--- config.mk ---
export PLATFORM = sky130hd
export DESIGN_NAME = pulse_frequency_duty_meter_unit
export DESIGN_NICKNAME = d
export VERILOG_FILES = /design/src/rtl/pfdm_pkg.sv /design/src/rtl/pulse_frequency_duty_meter_unit.sv /design/src/rtl/pfdm_cfg.sv /design/src/rtl/pfdm_div.sv
export SDC_FILE = /design/constraint.sdc
export NUM_CORES = 1
export LEC_CHECK = 0
export ABC_AREA = 1
export BUFFER_PORTS_ARGS = -buffer_cell sky130_fd_sc_hd__buf_4
export CAP_MARGIN = 20
export CORE_AREA = 4 4 390 200
export CTS_BUF_LIST = sky130_fd_sc_hd__clkbuf_16
export CTS_CLUSTER_SIZE = 16
export DETAILED_ROUTE_END_ITERATION = 8
export DIE_AREA = 0 0 394 204
export GPL_ROUTABILITY_DRIVEN = 0
export PLACE_DENSITY = 0.57
export SYNTH_ARGS = -nofsm -noshare
export SYNTH_HDL_FRONTEND = slang
export SYNTH_SLANG_ARGS = --single-unit
--- constraint.sdc ---
create_clock -name clk_i -period 3.95 [get_ports clk_i]
set_input_delay 0.79 -clock clk_i [delete_from_list [all_inputs] [get_ports clk_i]]
set_output_delay 0.79 -clock clk_i [all_outputs]
set_load 0.05 [all_outputs]
--- src/rtl/pfdm_pkg.sv ---
// Shared types, field widths and constants of the pulse frequency and duty meter.
`default_nettype none

package pfdm_pkg;

  localparam int SAMPLE_W   = 12;
  localparam int FREQ_W     = 23;
  localparam int DUTY_W     = 14;
  localparam int MEAN_W     = 12;
  localparam int TMO_W      = 14;
  localparam int SUM_W      = 32;
  localparam int CFG_IDX_W  = 3;
  localparam int CFG_DATA_W = 23;
  localparam int S_TDATA_W  = 16;
  localparam int M_TDATA_W  = 64;
  localparam int M_TUSER_W  = 2;
  localparam int NUMER_W    = 24;

  localparam logic [NUMER_W-1:0] FREQ_NUMERATOR = 24'd10000000;
  localparam logic [DUTY_W-1:0]  DUTY_SCALE     = 14'd10000;
  localparam logic [MEAN_W-1:0]  MEAN_MAX       = 12'd4095;

  localparam logic [1:0] LVL_UNKNOWN = 2'd0;
  localparam logic [1:0] LVL_LOW     = 2'd1;
  localparam logic [1:0] LVL_HIGH    = 2'd2;

  localparam logic [CFG_IDX_W-1:0] REG_HIGH_THR = 3'd0;
  localparam logic [CFG_IDX_W-1:0] REG_LOW_THR  = 3'd1;
  localparam logic [CFG_IDX_W-1:0] REG_MAX_FREQ = 3'd2;
  localparam logic [CFG_IDX_W-1:0] REG_MIN_FREQ = 3'd3;
  localparam logic [CFG_IDX_W-1:0] REG_TIMEOUT  = 3'd4;

  localparam logic [SAMPLE_W-1:0] RST_HIGH_THR = 12'd2500;
  localparam logic [SAMPLE_W-1:0] RST_LOW_THR  = 12'd1500;
  localparam logic [FREQ_W-1:0]   RST_MAX_FREQ = 23'd100000;
  localparam logic [FREQ_W-1:0]   RST_MIN_FREQ = 23'd100;
  localparam logic [TMO_W-1:0]    RST_TIMEOUT  = 14'd5000;

  typedef struct packed {
    logic [SAMPLE_W-1:0] high_thr;
    logic [SAMPLE_W-1:0] low_thr;
    logic [FREQ_W-1:0]   max_freq;
    logic [FREQ_W-1:0]   min_freq;
    logic [TMO_W-1:0]    timeout;
  } cfg_t;

  typedef struct packed {
    logic busy;
    logic done;
  } div_stat_t;

endpackage

`default_nettype wire

--- src/rtl/pulse_frequency_duty_meter_unit.sv ---
// Top level of the pulse frequency and duty meter: level sorting, accumulators, sequencer.
`default_nettype none

// Takes one 12-bit ADC sample per input item and returns one result item per sample.
// Samples are sorted into high or low level against two thresholds, counted and summed;
// on a low-to-high change the period just ended is measured (frequency in centihertz,
// duty in 1/10000, mean high and low codes) and the accumulators restart. On a rising
// edge the four results come one after another out of a single restoring divider,
// DW = max(32, COUNT_BITS + 14) bits wide, that yields one quotient bit per cycle. The
// input is not ready while an item is in work; a finished result waits in the output
// register while the next sample is taken.
module pulse_frequency_duty_meter_unit
  import pfdm_pkg::*;
#(
  parameter int COUNT_BITS = 20,
  parameter int TIMER_BITS = 14
) (
  input  wire logic                  clk_i,
  input  wire logic                  rst_ni,
  input  wire logic                  s_axis_tvalid_i,
  output logic                       s_axis_tready_o,
  // [11:0] sample
  input  wire logic [S_TDATA_W-1:0]  s_axis_tdata_i,
  output logic                       m_axis_tvalid_o,
  input  wire logic                  m_axis_tready_i,
  // [22:0] freq_centihz, [36:23] duty_permyriad, [48:37] high_mean, [60:49] low_mean
  output logic      [M_TDATA_W-1:0]  m_axis_tdata_o,
  // [0] new_period, [1] timed_out
  output logic      [M_TUSER_W-1:0]  m_axis_tuser_o,
  input  wire logic                  cfg_valid_i,
  output logic                       cfg_ready_o,
  input  wire logic [CFG_IDX_W-1:0]  cfg_index_i,
  input  wire logic [CFG_DATA_W-1:0] cfg_data_i
);

  localparam int DW     = (COUNT_BITS + DUTY_W > SUM_W) ? COUNT_BITS + DUTY_W : SUM_W;
  localparam int VW     = COUNT_BITS + 1;
  localparam int PROD_W = COUNT_BITS + DUTY_W;
  localparam int TW     = (TIMER_BITS > TMO_W) ? TIMER_BITS : TMO_W;
  localparam int PAD_W  = M_TDATA_W - FREQ_W - DUTY_W - 2 * MEAN_W;

  localparam logic [2:0] S_IDLE  = 3'd0;
  localparam logic [2:0] S_FREQ  = 3'd1;
  localparam logic [2:0] S_DUTY  = 3'd2;
  localparam logic [2:0] S_HMEAN = 3'd3;
  localparam logic [2:0] S_LMEAN = 3'd4;
  localparam logic [2:0] S_DONE  = 3'd5;

  cfg_t      cfg;
  div_stat_t div_stat;

  logic [2:0]            state_q, state_d;
  logic [1:0]            last_q;
  logic [COUNT_BITS-1:0] hc_q, lc_q;
  logic [SUM_W-1:0]      hs_q, ls_q;
  logic [TIMER_BITS-1:0] since_q;
  logic [FREQ_W-1:0]     freq_q;
  logic [DUTY_W-1:0]     duty_q;
  logic [MEAN_W-1:0]     hmean_q, lmean_q;
  logic                  fok_q, rise_q, tout_q;
  logic [PROD_W-1:0]     prod_q;
  logic                  m_tvalid_q;
  logic [M_TDATA_W-1:0]  m_tdata_q;
  logic [M_TUSER_W-1:0]  m_tuser_q;

  logic [SAMPLE_W-1:0]   sample;
  logic                  is_high, is_low, rise, tout, accept, load_out;
  logic [COUNT_BITS-1:0] hc_inc, lc_inc;
  logic [SUM_W:0]        hs_add, ls_add;
  logic [VW-1:0]         n_sum;
  logic                  div_start;
  logic [DW-1:0]         div_dividend, quo;
  logic [VW-1:0]         div_divisor;
  logic [MEAN_W-1:0]     mean_clamped;

  pfdm_cfg u_cfg (
    .clk_i       (clk_i),
    .rst_ni      (rst_ni),
    .cfg_valid_i (cfg_valid_i),
    .cfg_ready_o (cfg_ready_o),
    .cfg_index_i (cfg_index_i),
    .cfg_data_i  (cfg_data_i),
    .cfg_o       (cfg)
  );

  pfdm_div #(
    .DIVIDEND_W (DW),
    .DIVISOR_W  (VW)
  ) u_div (
    .clk_i      (clk_i),
    .rst_ni     (rst_ni),
    .start_i    (div_start),
    .dividend_i (div_dividend),
    .divisor_i  (div_divisor),
    .quotient_o (quo),
    .stat_o     (div_stat)
  );

  assign sample   = s_axis_tdata_i[SAMPLE_W-1:0];
  // High test first: a sample passing both thresholds is high.
  assign is_high  = sample > cfg.high_thr;
  assign is_low   = !is_high && (sample < cfg.low_thr);
  assign rise     = (last_q == LVL_LOW) && is_high;
  // A rising edge suppresses the timeout test and restarts the edge timer at one.
  assign tout     = !rise && (TW'(since_q) > TW'(cfg.timeout));
  assign hc_inc   = (hc_q != '1) ? hc_q + 1'b1 : hc_q;
  assign lc_inc   = (lc_q != '1) ? lc_q + 1'b1 : lc_q;
  assign hs_add   = {1'b0, hs_q} + (SUM_W + 1)'(sample);
  assign ls_add   = {1'b0, ls_q} + (SUM_W + 1)'(sample);
  assign n_sum    = {1'b0, hc_q} + {1'b0, lc_q};

  assign s_axis_tready_o = (state_q == S_IDLE);
  assign accept          = s_axis_tvalid_i && s_axis_tready_o;
  assign load_out        = (state_q == S_DONE) && (!m_tvalid_q || m_axis_tready_i);

  assign m_axis_tvalid_o = m_tvalid_q;
  assign m_axis_tdata_o  = m_tdata_q;
  assign m_axis_tuser_o  = m_tuser_q;

  assign mean_clamped = (|quo[DW-1:MEAN_W]) ? MEAN_MAX : quo[MEAN_W-1:0];

  always_comb begin
    div_start    = 1'b0;
    div_dividend = '0;
    div_divisor  = n_sum;
    case (state_q)
      S_FREQ: begin
        div_start    = !div_stat.busy && !div_stat.done;
        div_dividend = DW'(FREQ_NUMERATOR);
      end
      S_DUTY: begin
        div_start    = !div_stat.busy && !div_stat.done;
        div_dividend = DW'(prod_q);
      end
      S_HMEAN: begin
        div_start    = !div_stat.busy && !div_stat.done;
        div_dividend = DW'(hs_q);
        div_divisor  = VW'(hc_q);
      end
      S_LMEAN: begin
        div_start    = !div_stat.busy && !div_stat.done;
        div_dividend = DW'(ls_q);
        div_divisor  = VW'(lc_q);
      end
      default: ;
    endcase
  end

  always_comb begin
    state_d = state_q;
    case (state_q)
      S_IDLE:  if (accept) begin
        state_d = rise ? S_FREQ : S_DONE;
      end
      S_FREQ:  if (div_stat.done) begin
        state_d = S_DUTY;
      end
      S_DUTY:  if (div_stat.done) begin
        state_d = S_HMEAN;
      end
      S_HMEAN: if (div_stat.done) begin
        state_d = S_LMEAN;
      end
      S_LMEAN: if (div_stat.done) begin
        state_d = S_DONE;
      end
      S_DONE:  if (load_out) begin
        state_d = S_IDLE;
      end
      default: state_d = S_IDLE;
    endcase
  end

  always_ff @(posedge clk_i or negedge rst_ni) begin
    if (!rst_ni) begin
      state_q    <= S_IDLE;
      last_q     <= LVL_UNKNOWN;
      hc_q       <= '0;
      lc_q       <= '0;
      hs_q       <= '0;
      ls_q       <= '0;
      since_q    <= '0;
      freq_q     <= '0;
      duty_q     <= '0;
      hmean_q    <= '0;
      lmean_q    <= '0;
      fok_q      <= 1'b0;
      rise_q     <= 1'b0;
      tout_q     <= 1'b0;
      m_tvalid_q <= 1'b0;
    end else begin
      state_q <= state_d;
      if (accept) begin
        if (is_high) begin
          hc_q   <= hc_inc;
          hs_q   <= hs_add[SUM_W] ? '1 : hs_add[SUM_W-1:0];
          last_q <= LVL_HIGH;
        end else if (is_low) begin
          lc_q   <= lc_inc;
          ls_q   <= ls_add[SUM_W] ? '1 : ls_add[SUM_W-1:0];
          last_q <= LVL_LOW;
        end
        if (rise) begin
          since_q <= TIMER_BITS'(1);
        end else if (since_q != '1) begin
          since_q <= since_q + 1'b1;
        end
        rise_q <= rise;
        tout_q <= tout;
        if (tout) begin
          freq_q  <= '0;
          duty_q  <= '0;
          hmean_q <= '0;
          lmean_q <= '0;
        end
      end
      if (div_stat.done) begin
        case (state_q)
          S_FREQ: begin
            freq_q <= quo[FREQ_W-1:0];
            fok_q  <= (quo <= DW'(cfg.max_freq)) && (quo >= DW'(cfg.min_freq));
          end
          S_DUTY:  duty_q  <= quo[DUTY_W-1:0];
          S_HMEAN: hmean_q <= mean_clamped;
          S_LMEAN: begin
            lmean_q <= (!fok_q || lc_q == '0) ? '0 : mean_clamped;
            // Frequency out of limits: drop the whole measurement.
            if (!fok_q) begin
              freq_q  <= '0;
              duty_q  <= '0;
              hmean_q <= '0;
            end
            hc_q <= '0;
            lc_q <= '0;
            hs_q <= '0;
            ls_q <= '0;
          end
          default: ;
        endcase
      end
      if (load_out) begin
        m_tvalid_q <= 1'b1;
      end else if (m_axis_tready_i) begin
        m_tvalid_q <= 1'b0;
      end
    end
  end

  always_ff @(posedge clk_i) begin
    prod_q <= PROD_W'(hc_q) * PROD_W'(DUTY_SCALE);
    if (load_out) begin
      m_tdata_q <= {PAD_W'(0), lmean_q, hmean_q, duty_q, freq_q};
      m_tuser_q <= {tout_q, rise_q};
    end
  end

`ifndef SYNTHESIS
  a_ready_div_idle: assert property (@(posedge clk_i) disable iff (!rst_ni)
    s_axis_tready_o |-> !div_stat.busy)
    else $error("input ready while divider busy");
  a_flags_exclusive: assert property (@(posedge clk_i) disable iff (!rst_ni)
    m_axis_tvalid_o |-> !(m_axis_tuser_o[0] && m_axis_tuser_o[1]))
    else $error("rising edge and timeout flagged together");
  a_timeout_zero: assert property (@(posedge clk_i) disable iff (!rst_ni)
    (m_axis_tvalid_o && m_axis_tuser_o[1]) |-> (m_axis_tdata_o == '0))
    else $error("timeout item carries nonzero results");
  a_duty_range: assert property (@(posedge clk_i) disable iff (!rst_ni)
    m_axis_tvalid_o |-> (m_axis_tdata_o[36:23] <= DUTY_SCALE))
    else $error("duty above full scale");
  a_done_after_busy: assert property (@(posedge clk_i) disable iff (!rst_ni)
    div_stat.done |-> $past(div_stat.busy))
    else $error("divider done without a running division");
`endif

endmodule

`default_nettype wire

--- src/rtl/pfdm_cfg.sv ---
// Configuration register file of the meter, written through a valid/ready port.
`default_nettype none

module pfdm_cfg
  import pfdm_pkg::*;
(
  input  wire logic                  clk_i,
  input  wire logic                  rst_ni,
  input  wire logic                  cfg_valid_i,
  output logic                       cfg_ready_o,
  input  wire logic [CFG_IDX_W-1:0]  cfg_index_i,
  input  wire logic [CFG_DATA_W-1:0] cfg_data_i,
  output cfg_t                       cfg_o
);

  cfg_t cfg_q;

  assign cfg_ready_o = 1'b1;
  assign cfg_o       = cfg_q;

  always_ff @(posedge clk_i or negedge rst_ni) begin
    if (!rst_ni) begin
      cfg_q.high_thr <= RST_HIGH_THR;
      cfg_q.low_thr  <= RST_LOW_THR;
      cfg_q.max_freq <= RST_MAX_FREQ;
      cfg_q.min_freq <= RST_MIN_FREQ;
      cfg_q.timeout  <= RST_TIMEOUT;
    end else if (cfg_valid_i && cfg_ready_o) begin
      case (cfg_index_i)
        REG_HIGH_THR: cfg_q.high_thr <= cfg_data_i[SAMPLE_W-1:0];
        REG_LOW_THR:  cfg_q.low_thr  <= cfg_data_i[SAMPLE_W-1:0];
        REG_MAX_FREQ: cfg_q.max_freq <= cfg_data_i[FREQ_W-1:0];
        REG_MIN_FREQ: cfg_q.min_freq <= cfg_data_i[FREQ_W-1:0];
        REG_TIMEOUT:  cfg_q.timeout  <= cfg_data_i[TMO_W-1:0];
        default: ;
      endcase
    end
  end

endmodule

`default_nettype wire

--- src/rtl/pfdm_div.sv ---
// Shared restoring divider: one quotient bit per clock cycle.
`default_nettype none

module pfdm_div
  import pfdm_pkg::*;
#(
  parameter int DIVIDEND_W = 34,
  parameter int DIVISOR_W  = 21
) (
  input  wire logic                  clk_i,
  input  wire logic                  rst_ni,
  input  wire logic                  start_i,
  input  wire logic [DIVIDEND_W-1:0] dividend_i,
  input  wire logic [DIVISOR_W-1:0]  divisor_i,
  output logic      [DIVIDEND_W-1:0] quotient_o,
  output div_stat_t                  stat_o
);

  localparam int CNT_W = $clog2(DIVIDEND_W + 1);

  logic [DIVIDEND_W-1:0] quo_q;
  logic [DIVISOR_W-1:0]  rem_q;
  logic [DIVISOR_W-1:0]  dvs_q;
  logic [CNT_W-1:0]      cnt_q;
  logic                  busy_q;
  logic                  done_q;

  logic [DIVISOR_W:0] trial;
  logic [DIVISOR_W:0] diff;
  logic               fits;

  // Shift the next dividend bit into the partial remainder and try a subtract.
  assign trial = {rem_q, quo_q[DIVIDEND_W-1]};
  assign diff  = trial - {1'b0, dvs_q};
  assign fits  = trial >= {1'b0, dvs_q};

  assign quotient_o  = quo_q;
  assign stat_o.busy = busy_q;
  assign stat_o.done = done_q;

  always_ff @(posedge clk_i or negedge rst_ni) begin
    if (!rst_ni) begin
      busy_q <= 1'b0;
      done_q <= 1'b0;
      cnt_q  <= '0;
    end else begin
      done_q <= 1'b0;
      if (start_i && !busy_q) begin
        busy_q <= 1'b1;
        cnt_q  <= CNT_W'(DIVIDEND_W);
      end else if (busy_q) begin
        cnt_q <= cnt_q - 1'b1;
        if (cnt_q == CNT_W'(1)) begin
          busy_q <= 1'b0;
          done_q <= 1'b1;
        end
      end
    end
  end

  always_ff @(posedge clk_i) begin
    if (start_i && !busy_q) begin
      quo_q <= dividend_i;
      rem_q <= '0;
      dvs_q <= divisor_i;
    end else if (busy_q) begin
      quo_q <= {quo_q[DIVIDEND_W-2:0], fits};
      rem_q <= fits ? diff[DIVISOR_W-1:0] : trial[DIVISOR_W-1:0];
    end
  end

endmodule

`default_nettype wire
==> results of run 1 <==
-- layout make-up --
cell class | count | area (sq um)
Sequential cell | 449 | 11600
Inverter | 564 | 2140
Clock buffer | 47 | 1180
Multi-Input combinational cell | 2655 | 16000
Timing Repair Buffer | 254 | 2010
Fill cell | 7374 | 40000
Tap cell | 985 | 1230
Clock inverter | 37 | 298
-- cells by family after synthesis --
kind of cell	after synthesis	share of synthesized area
other	2	0.000254
adders and majority gates	303	0.141
AOI/OAI and AO/OA	639	0.120
and+or+nand+nor	1626	0.234
DFF	449	0.392
buffers and inverters	663	0.0888
xor gates and xnor gates	83	0.0246
-- critical path, cell delays in order (launching register included) --
cell and delay, ns:
dfrtp_2 0.39, inv_4 0.06, buf_6 0.11, fa_1 0.49
inv_2 0.05, ha_4 0.26, fa_1 0.41, ha_1 0.29
inv_1 0.05, fa_1 0.51, inv_2 0.04, ha_4 0.23
a21oi_2 0.14, o21ai_2 0.08, a21oi_4 0.18, buf_4 0.16
o21ai_4 0.05, nand2_1 0.08, nand2_2 0.09, buf_4 0.14
xor2_1 0.14
-- sequential cells by signal (all words and copies together), names as in the netlist, 2 cells and up --
signal,count
ls_q,32
u_div.cnt_q,6
freq_q,23
duty_q,14
prod_q,30
m_axis_tdata_o,61
u_cfg.cfg_o,84
u_div.quotient_o,34
lmean_q,12
u_div.rem_q,21
hmean_q,12
u_div.dvs_q,21
m_axis_tuser_o,2
last_q,2
hc_q,20
since_q,14
hs_q,32
state_q,3
lc_q,20
-- layer usage --
metal	wire (um)	share of wire	vias to the layer above
met1	52400	0.52	12500
li1	-	-	12800
met2	32300	0.32	1303
met5	13	0.00013	-
met3	15300	0.15	80
met4	1020	0.010	2
-- final timing paths --
check,startpoint,end,slack [ns],cells after the start
max in group asynchronous,rst_ni,u_cfg.cfg_o[20]$_DFFE_PN1P_,2.91,2
hold reg to reg,freq_q[6]$_DFF_PN0_,m_axis_tdata_o[6]$_DFFE_PP_,0.45,0
setup / recovery,hc_q[8]$_DFF_PN0_,prod_q[23]$_DFF_P_,-0.12,20
hold / removal,rst_ni,hc_q[19]$_DFF_PN0_,0.19,1
min in group clk_i,cfg_data_i[16],u_cfg.cfg_o[53]$_DFFE_PN1P_,0.44,3
setup reg to reg,hc_q[8]$_DFF_PN0_,prod_q[23]$_DFF_P_,-0.12,20
-- repair_timing --
item                                    in CTS  in global routing
endpoints found under the setup margin      14                 17
pin swaps                                   34                 30
buffers inserted                             8                  7
gates resized for setup                     61                 48
hold buffers                                 0                  0
-- through the flow --
stage          std cells  hold WS, ns
2_1_floorplan       3767        0.425
3_3_place_gp        4889        0.433
3_5_place_dp        4890        0.435
4_1_cts             4982        0.180
5_1_grt             4991        0.195
6_report            4991        0.186
-- layout by cell type (no fill, tap or decap), types with 7 or more instances in the layout --
master / instances
nor3_1: 41
nand2_1: 930
o21ai_1: 9
a21o_1: 13
xnor2_1: 37
inv_1: 530
dfstp_2: 26
clkbuf_16: 47
dfxtp_1: 51
nand2_2: 17
inv_2: 30
o211ai_1: 15
nand4_1: 65
clkinv_2: 8
ha_1: 230
o21ai_0: 287
a31oi_1: 14
o21bai_1: 10
buf_4: 243
a21oi_1: 192
a22oi_1: 7
nor2_4: 7
xor2_1: 45
nand3b_1: 8
edfxtp_1: 118
nand3_1: 239
o221ai_1: 16
fa_1: 51
o22ai_1: 16
inv_4: 9
clkinv_1: 8
a21oi_2: 13
nor2_2: 7
nand2_4: 9
nor2_1: 265
dfrtp_1: 246
dfrtp_2: 8
o21a_1: 7
nor4_1: 9
ha_4: 21
==> impl_metrics.json, run 1 <==
{
  "status": "complete, but fails checks",
  "violations": "setup timing",
  "synth_top_area_cell": "dfrtp_1",
  "grt_usage": 0.249,
  "final.setup.worst_slack_ns": -0.115,
  "min_path_type": "in -> async",
  "grt_use_met2": 0.276,
  "startpoint_type": "register",
  "grt_max_degree": 64,
  "busiest_layer": "met1",
  "period_share": 1.03,
  "synth_most_common_cell": "nand2_1",
  "maxSlewViolCount": 0,
  "start_util": 0.398,
  "ant_nets": 0,
  "cts_inserted_buffers": 45,
  "cts.sinks": 449,
  "seq_area_frac_synth": 0.392,
  "path_clk_slew_ns": 0.07,
  "synth-edff-count": 118,
  "synth_cell_types": 68,
  "tightest_slew_ns": 0.946,
  "drc_errors": 0,
  "final.min_clock_period_ns": 4.07,
  "n_antenna_cell": 0,
  "design_area_sq_um": 34500,
  "cts_tree": "yes",
  "ys_seq_elements": 449,
  "path_class": "reg -> reg",
  "wirelength_um": 101000,
  "synth_top_area_frac": 0.215,
  "grt_pass1_wl_um": 153000,
  "met3_usage": 0.113,
  "grt_antenna_before_repair": 5,
  "tns_ns": -0.615,
  "place_ws_ns": -0.255,
  "io_buffers": 107,
  "gr-total-overflow": 0,
  "clockBufferDepth": 3,
  "first_pass_iters": 7,
  "nets": 4319,
  "pin_count": 116,
  "critPathCaptureType": "register",
  "fin_worst_skew_ns": 0.0328,
  "post_drt_via_cell_ratio": 5.34,
  "utilization": 0.463,
  "maxCapViolCount": 0,
  "vias": 26700,
  "synthArstFlopShare": 0.624,
  "layout-drive-gt1-share": 0.130,
  "post_drt_wl_per_cell_um": 20.2,
  "setup_viol": 8,
  "cts_root_buf": "clkbuf_16",
  "synth_area_leaders": "dfrtp_1, nand2_1, edfxtp_1",
  "syn_avg_cell_area_sq_um": 7.86,
  "fmax_mhz": 246,
  "slew-limit-headroom": 0.363,
  "cp_data_required_time_ns": 4.41,
  "dp_hpwl_um": 78800,
  "synthFlopType": "dfrtp_1",
  "cp_max_fo": 4,
  "finalHoldViolCount": 0,
  "die_w_um": 394,
  "core_sq_um": 74400,
  "grt_pass1_vias": 24100,
  "die_y_um": 204,
  "met1_usage": 0.420,
  "yosysWarningCount": 0,
  "synth_area_sq_um": 29600,
  "ys_top_cells_by_count": "nand2_1, inv_1, o21ai_0",
  "die_area_sq_um": 80400,
  "htreeDepth": 2,
  "critical_path_arrival_ns": 4.53,
  "drt_iter0_markers": 2995,
  "dpl_cell_area_sq_um": 32300,
  "rsz0062_at_grt": "true",
  "clk_latency_ns": 0.60,
  "syn_to_final_growth_pct": 16.4,
  "synth_cells": 3765,
  "rows": 71
}
Power of run 1 is left out: the tool's default activity adds up to more than one toggle a clock period on the data nets, which glitch-free logic cannot reach.
==> run 2, diff against run 1 <==
--- a/config.mk
+++ b/config.mk
@@ -8,13 +8,14 @@
 export ABC_AREA = 1
 export BUFFER_PORTS_ARGS = -buffer_cell sky130_fd_sc_hd__buf_4
 export CAP_MARGIN = 20
-export CORE_AREA = 4 4 390 200
+export CORE_AREA = 2 2 388 198
 export CTS_BUF_LIST = sky130_fd_sc_hd__clkbuf_16
 export CTS_CLUSTER_SIZE = 16
 export DETAILED_ROUTE_END_ITERATION = 8
-export DIE_AREA = 0 0 394 204
+export DIE_AREA = 0 0 390 200
 export GPL_ROUTABILITY_DRIVEN = 0
 export PLACE_DENSITY = 0.57
+export SETUP_SLACK_MARGIN = 0.1
 export SYNTH_ARGS = -nofsm -noshare
 export SYNTH_HDL_FRONTEND = slang
 export SYNTH_SLANG_ARGS = --single-unit
==> run 2 against run 1 <==
  * The flow still finishes with violations (setup timing)
  * Sequential share of layout area shrank 0.20 points
  * Count of clock-buffer cells in the layout shrank 1
  * Flip-flop and latch count is the same
  * Via count shrank 0.98%
==> impl_metrics.json, run 2 (synthesis gave the netlist of run 1 again) <==
{
  "ant_nets": 0,
  "cp_data_required_time_ns": 4.43,
  "first_pass_iters": 7,
  "maxCapViolCount": 0,
  "critical_path_arrival_ns": 4.52,
  "critical_path.top_delay_family": "adder cells",
  "path_cells": "inv_4, fa_1, inv_2, ha_4, inv_2, fa_1, inv_2, ha_4, fa_1, ha_4, a21oi_4, o21ai_2, a21oi_4, inv_2, a21oi_4, nand2b_4, nand2_2, xor2_1",
  "reg2reg_from": "hc_q[5]$_DFF_PN0_",
  "clockBufferDepth": 3,
  "final.min_clock_period_ns": 4.04,
  "die_area_sq_um": 78000,
  "io_buffers": 107,
  "setup_viol": 6,
  "post_drt_wl_per_cell_um": 20.2,
  "placed_cells": 4888,
  "path_clk_slew_ns": 0.07,
  "status": "complete, but fails checks",
  "dp_hpwl_um": 78300,
  "fill_cells": 7419,
  "vias": 26400,
  "violations": "setup timing",
  "cpMostUsedCell": "inv_2",
  "nets": 4320,
  "grt_max_degree": 81,
  "cts_inserted_buffers": 45,
  "layout-drive-gt1-share": 0.134,
  "cts.sinks": 449,
  "finalHoldViolCount": 0,
  "cts_root_buf": "clkbuf_16",
  "grt_pass1_vias": 23700,
  "final.setup.worst_slack_ns": -0.0940,
  "die_y_um": 200,
  "holdBufCountCts": 0,
  "wirelength_um": 101000,
  "gr-total-overflow": 0,
  "core_sq_um": 74400,
  "fin_worst_skew_ns": 0.0455,
  "cts_tree": "yes",
  "htreeDepth": 2,
  "rows": 71,
  "syn_to_final_growth_pct": 17.0,
  "fmax_mhz": 247,
  "critPathCaptureType": "register",
  "slowest_delay_ns": 0.54,
  "startpoint_type": "register",
  "largest_register_ffs": 84,
  "drt_iter0_markers": 2994,
  "maxSlewViolCount": 0,
  "instances_no_fill": 4993,
  "die_w_um": 390,
  "worst-path-buf-inv": 5,
  "start_util": 0.398,
  "cp_max_fo": 4,
  "grt_antenna_before_repair": 11,
  "period_share": 1.02,
  "grt_pass1_wl_um": 152000,
  "layout_commonest_cell": "nand2_1",
  "final_cell_mix": "nand2_1, inv_1, o21ai_0, nor2_1, dfrtp_1",
  "tightest_slew_ns": 1.19,
  "path_class": "reg -> reg",
  "min_path_type": "in -> async",
  "slowest_stage": "fa_1",
  "grt_usage": 0.259,
  "clk_latency_ns": 0.62,
  "drc_errors": 0,
  "slew-limit-headroom": 0.208,
  "pin_count": 116,
  "post_drt_via_cell_ratio": 5.29,
  "startpoint": "hc_q[5]$_DFF_PN0_",
  "rsz0062_at_grt": "true"
}
-- run 2: cell types whose count changed in the layout (fill, tap and decap cells not counted), sizes merged --
| cell | before | now |
|---|---|---|
| clkinvlp | 5 | 2 |
| bufinv | 2 | 4 |
| diode | 0 | 1 |
| inv | 574 | 572 |
| clkinv | 20 | 24 |
-- run 2: layout make-up --
class,instances,area (sq um),share of cell area
Inverter,564,2150,0.0620
Timing Repair Buffer,255,2010,0.0579
Tap cell,985,1230,0.0356
Multi-Input combinational cell,2655,16100,0.465
Sequential cell,449,11600,0.335
Clock buffer,46,1150,0.0332
Antenna cell,1,2.50,0.0000722
Clock inverter,38,373,0.0108
-- run 2: through the flow --
| stage | util | setup TNS [ns] | setup WS, ns | cell area, sq um | hold WS, ns |
|---|---|---|---|---|---|
| 2_1_floorplan | - | 0 | 0.0352 | 29800 | 0.425 |
| 3_3_place_gp | 0.435 | -0.847 | -0.213 | 32400 | 0.432 |
| 3_5_place_dp | 0.435 | -1.08 | -0.183 | 32400 | 0.436 |
| 4_1_cts | 0.461 | -0.242 | -0.0805 | 34300 | 0.173 |
| 5_1_grt | 0.465 | -2.19 | -0.254 | 34600 | 0.180 |
| 6_report | 0.465 | -0.225 | -0.0940 | 34700 | 0.125 |
-- run 2: what timing repair did --
| action | 4_1_cts | 5_1_grt |
|---|---|---|
| pin swaps | 25 | 45 |
| setup buffers | 11 | 8 |
| gates resized for setup | 59 | 60 |
| setup endpoints to repair | 14 | 19 |
-- run 2: layer usage --
layer  global-route usage  vias up  wire [um]
met5                    0        -         13
met4               0.0310        2       1040
met3                0.141       91      16300
met2                0.287     1168      32000
met1                0.419    12400      51700
li1                     -    12800          -
-- run 2: path summary, 6_finish.rpt --
check / end / slack (ns) / cells after the start
setup / recovery: prod_q[33]$_DFF_P_ / -0.09 / 18
hold / removal: hc_q[19]$_DFF_PN0_ / 0.13 / 1
setup reg to reg: prod_q[33]$_DFF_P_ / -0.09 / 18
hold reg to reg: m_axis_tdata_o[24]$_DFFE_PP_ / 0.45 / 0
max in group asynchronous: hs_q[8]$_DFF_PN0_ / 2.78 / 2
min in group clk_i: u_cfg.cfg_o[53]$_DFFE_PN1P_ / 0.42 / 3
Power of run 2 is left out for the same reason.
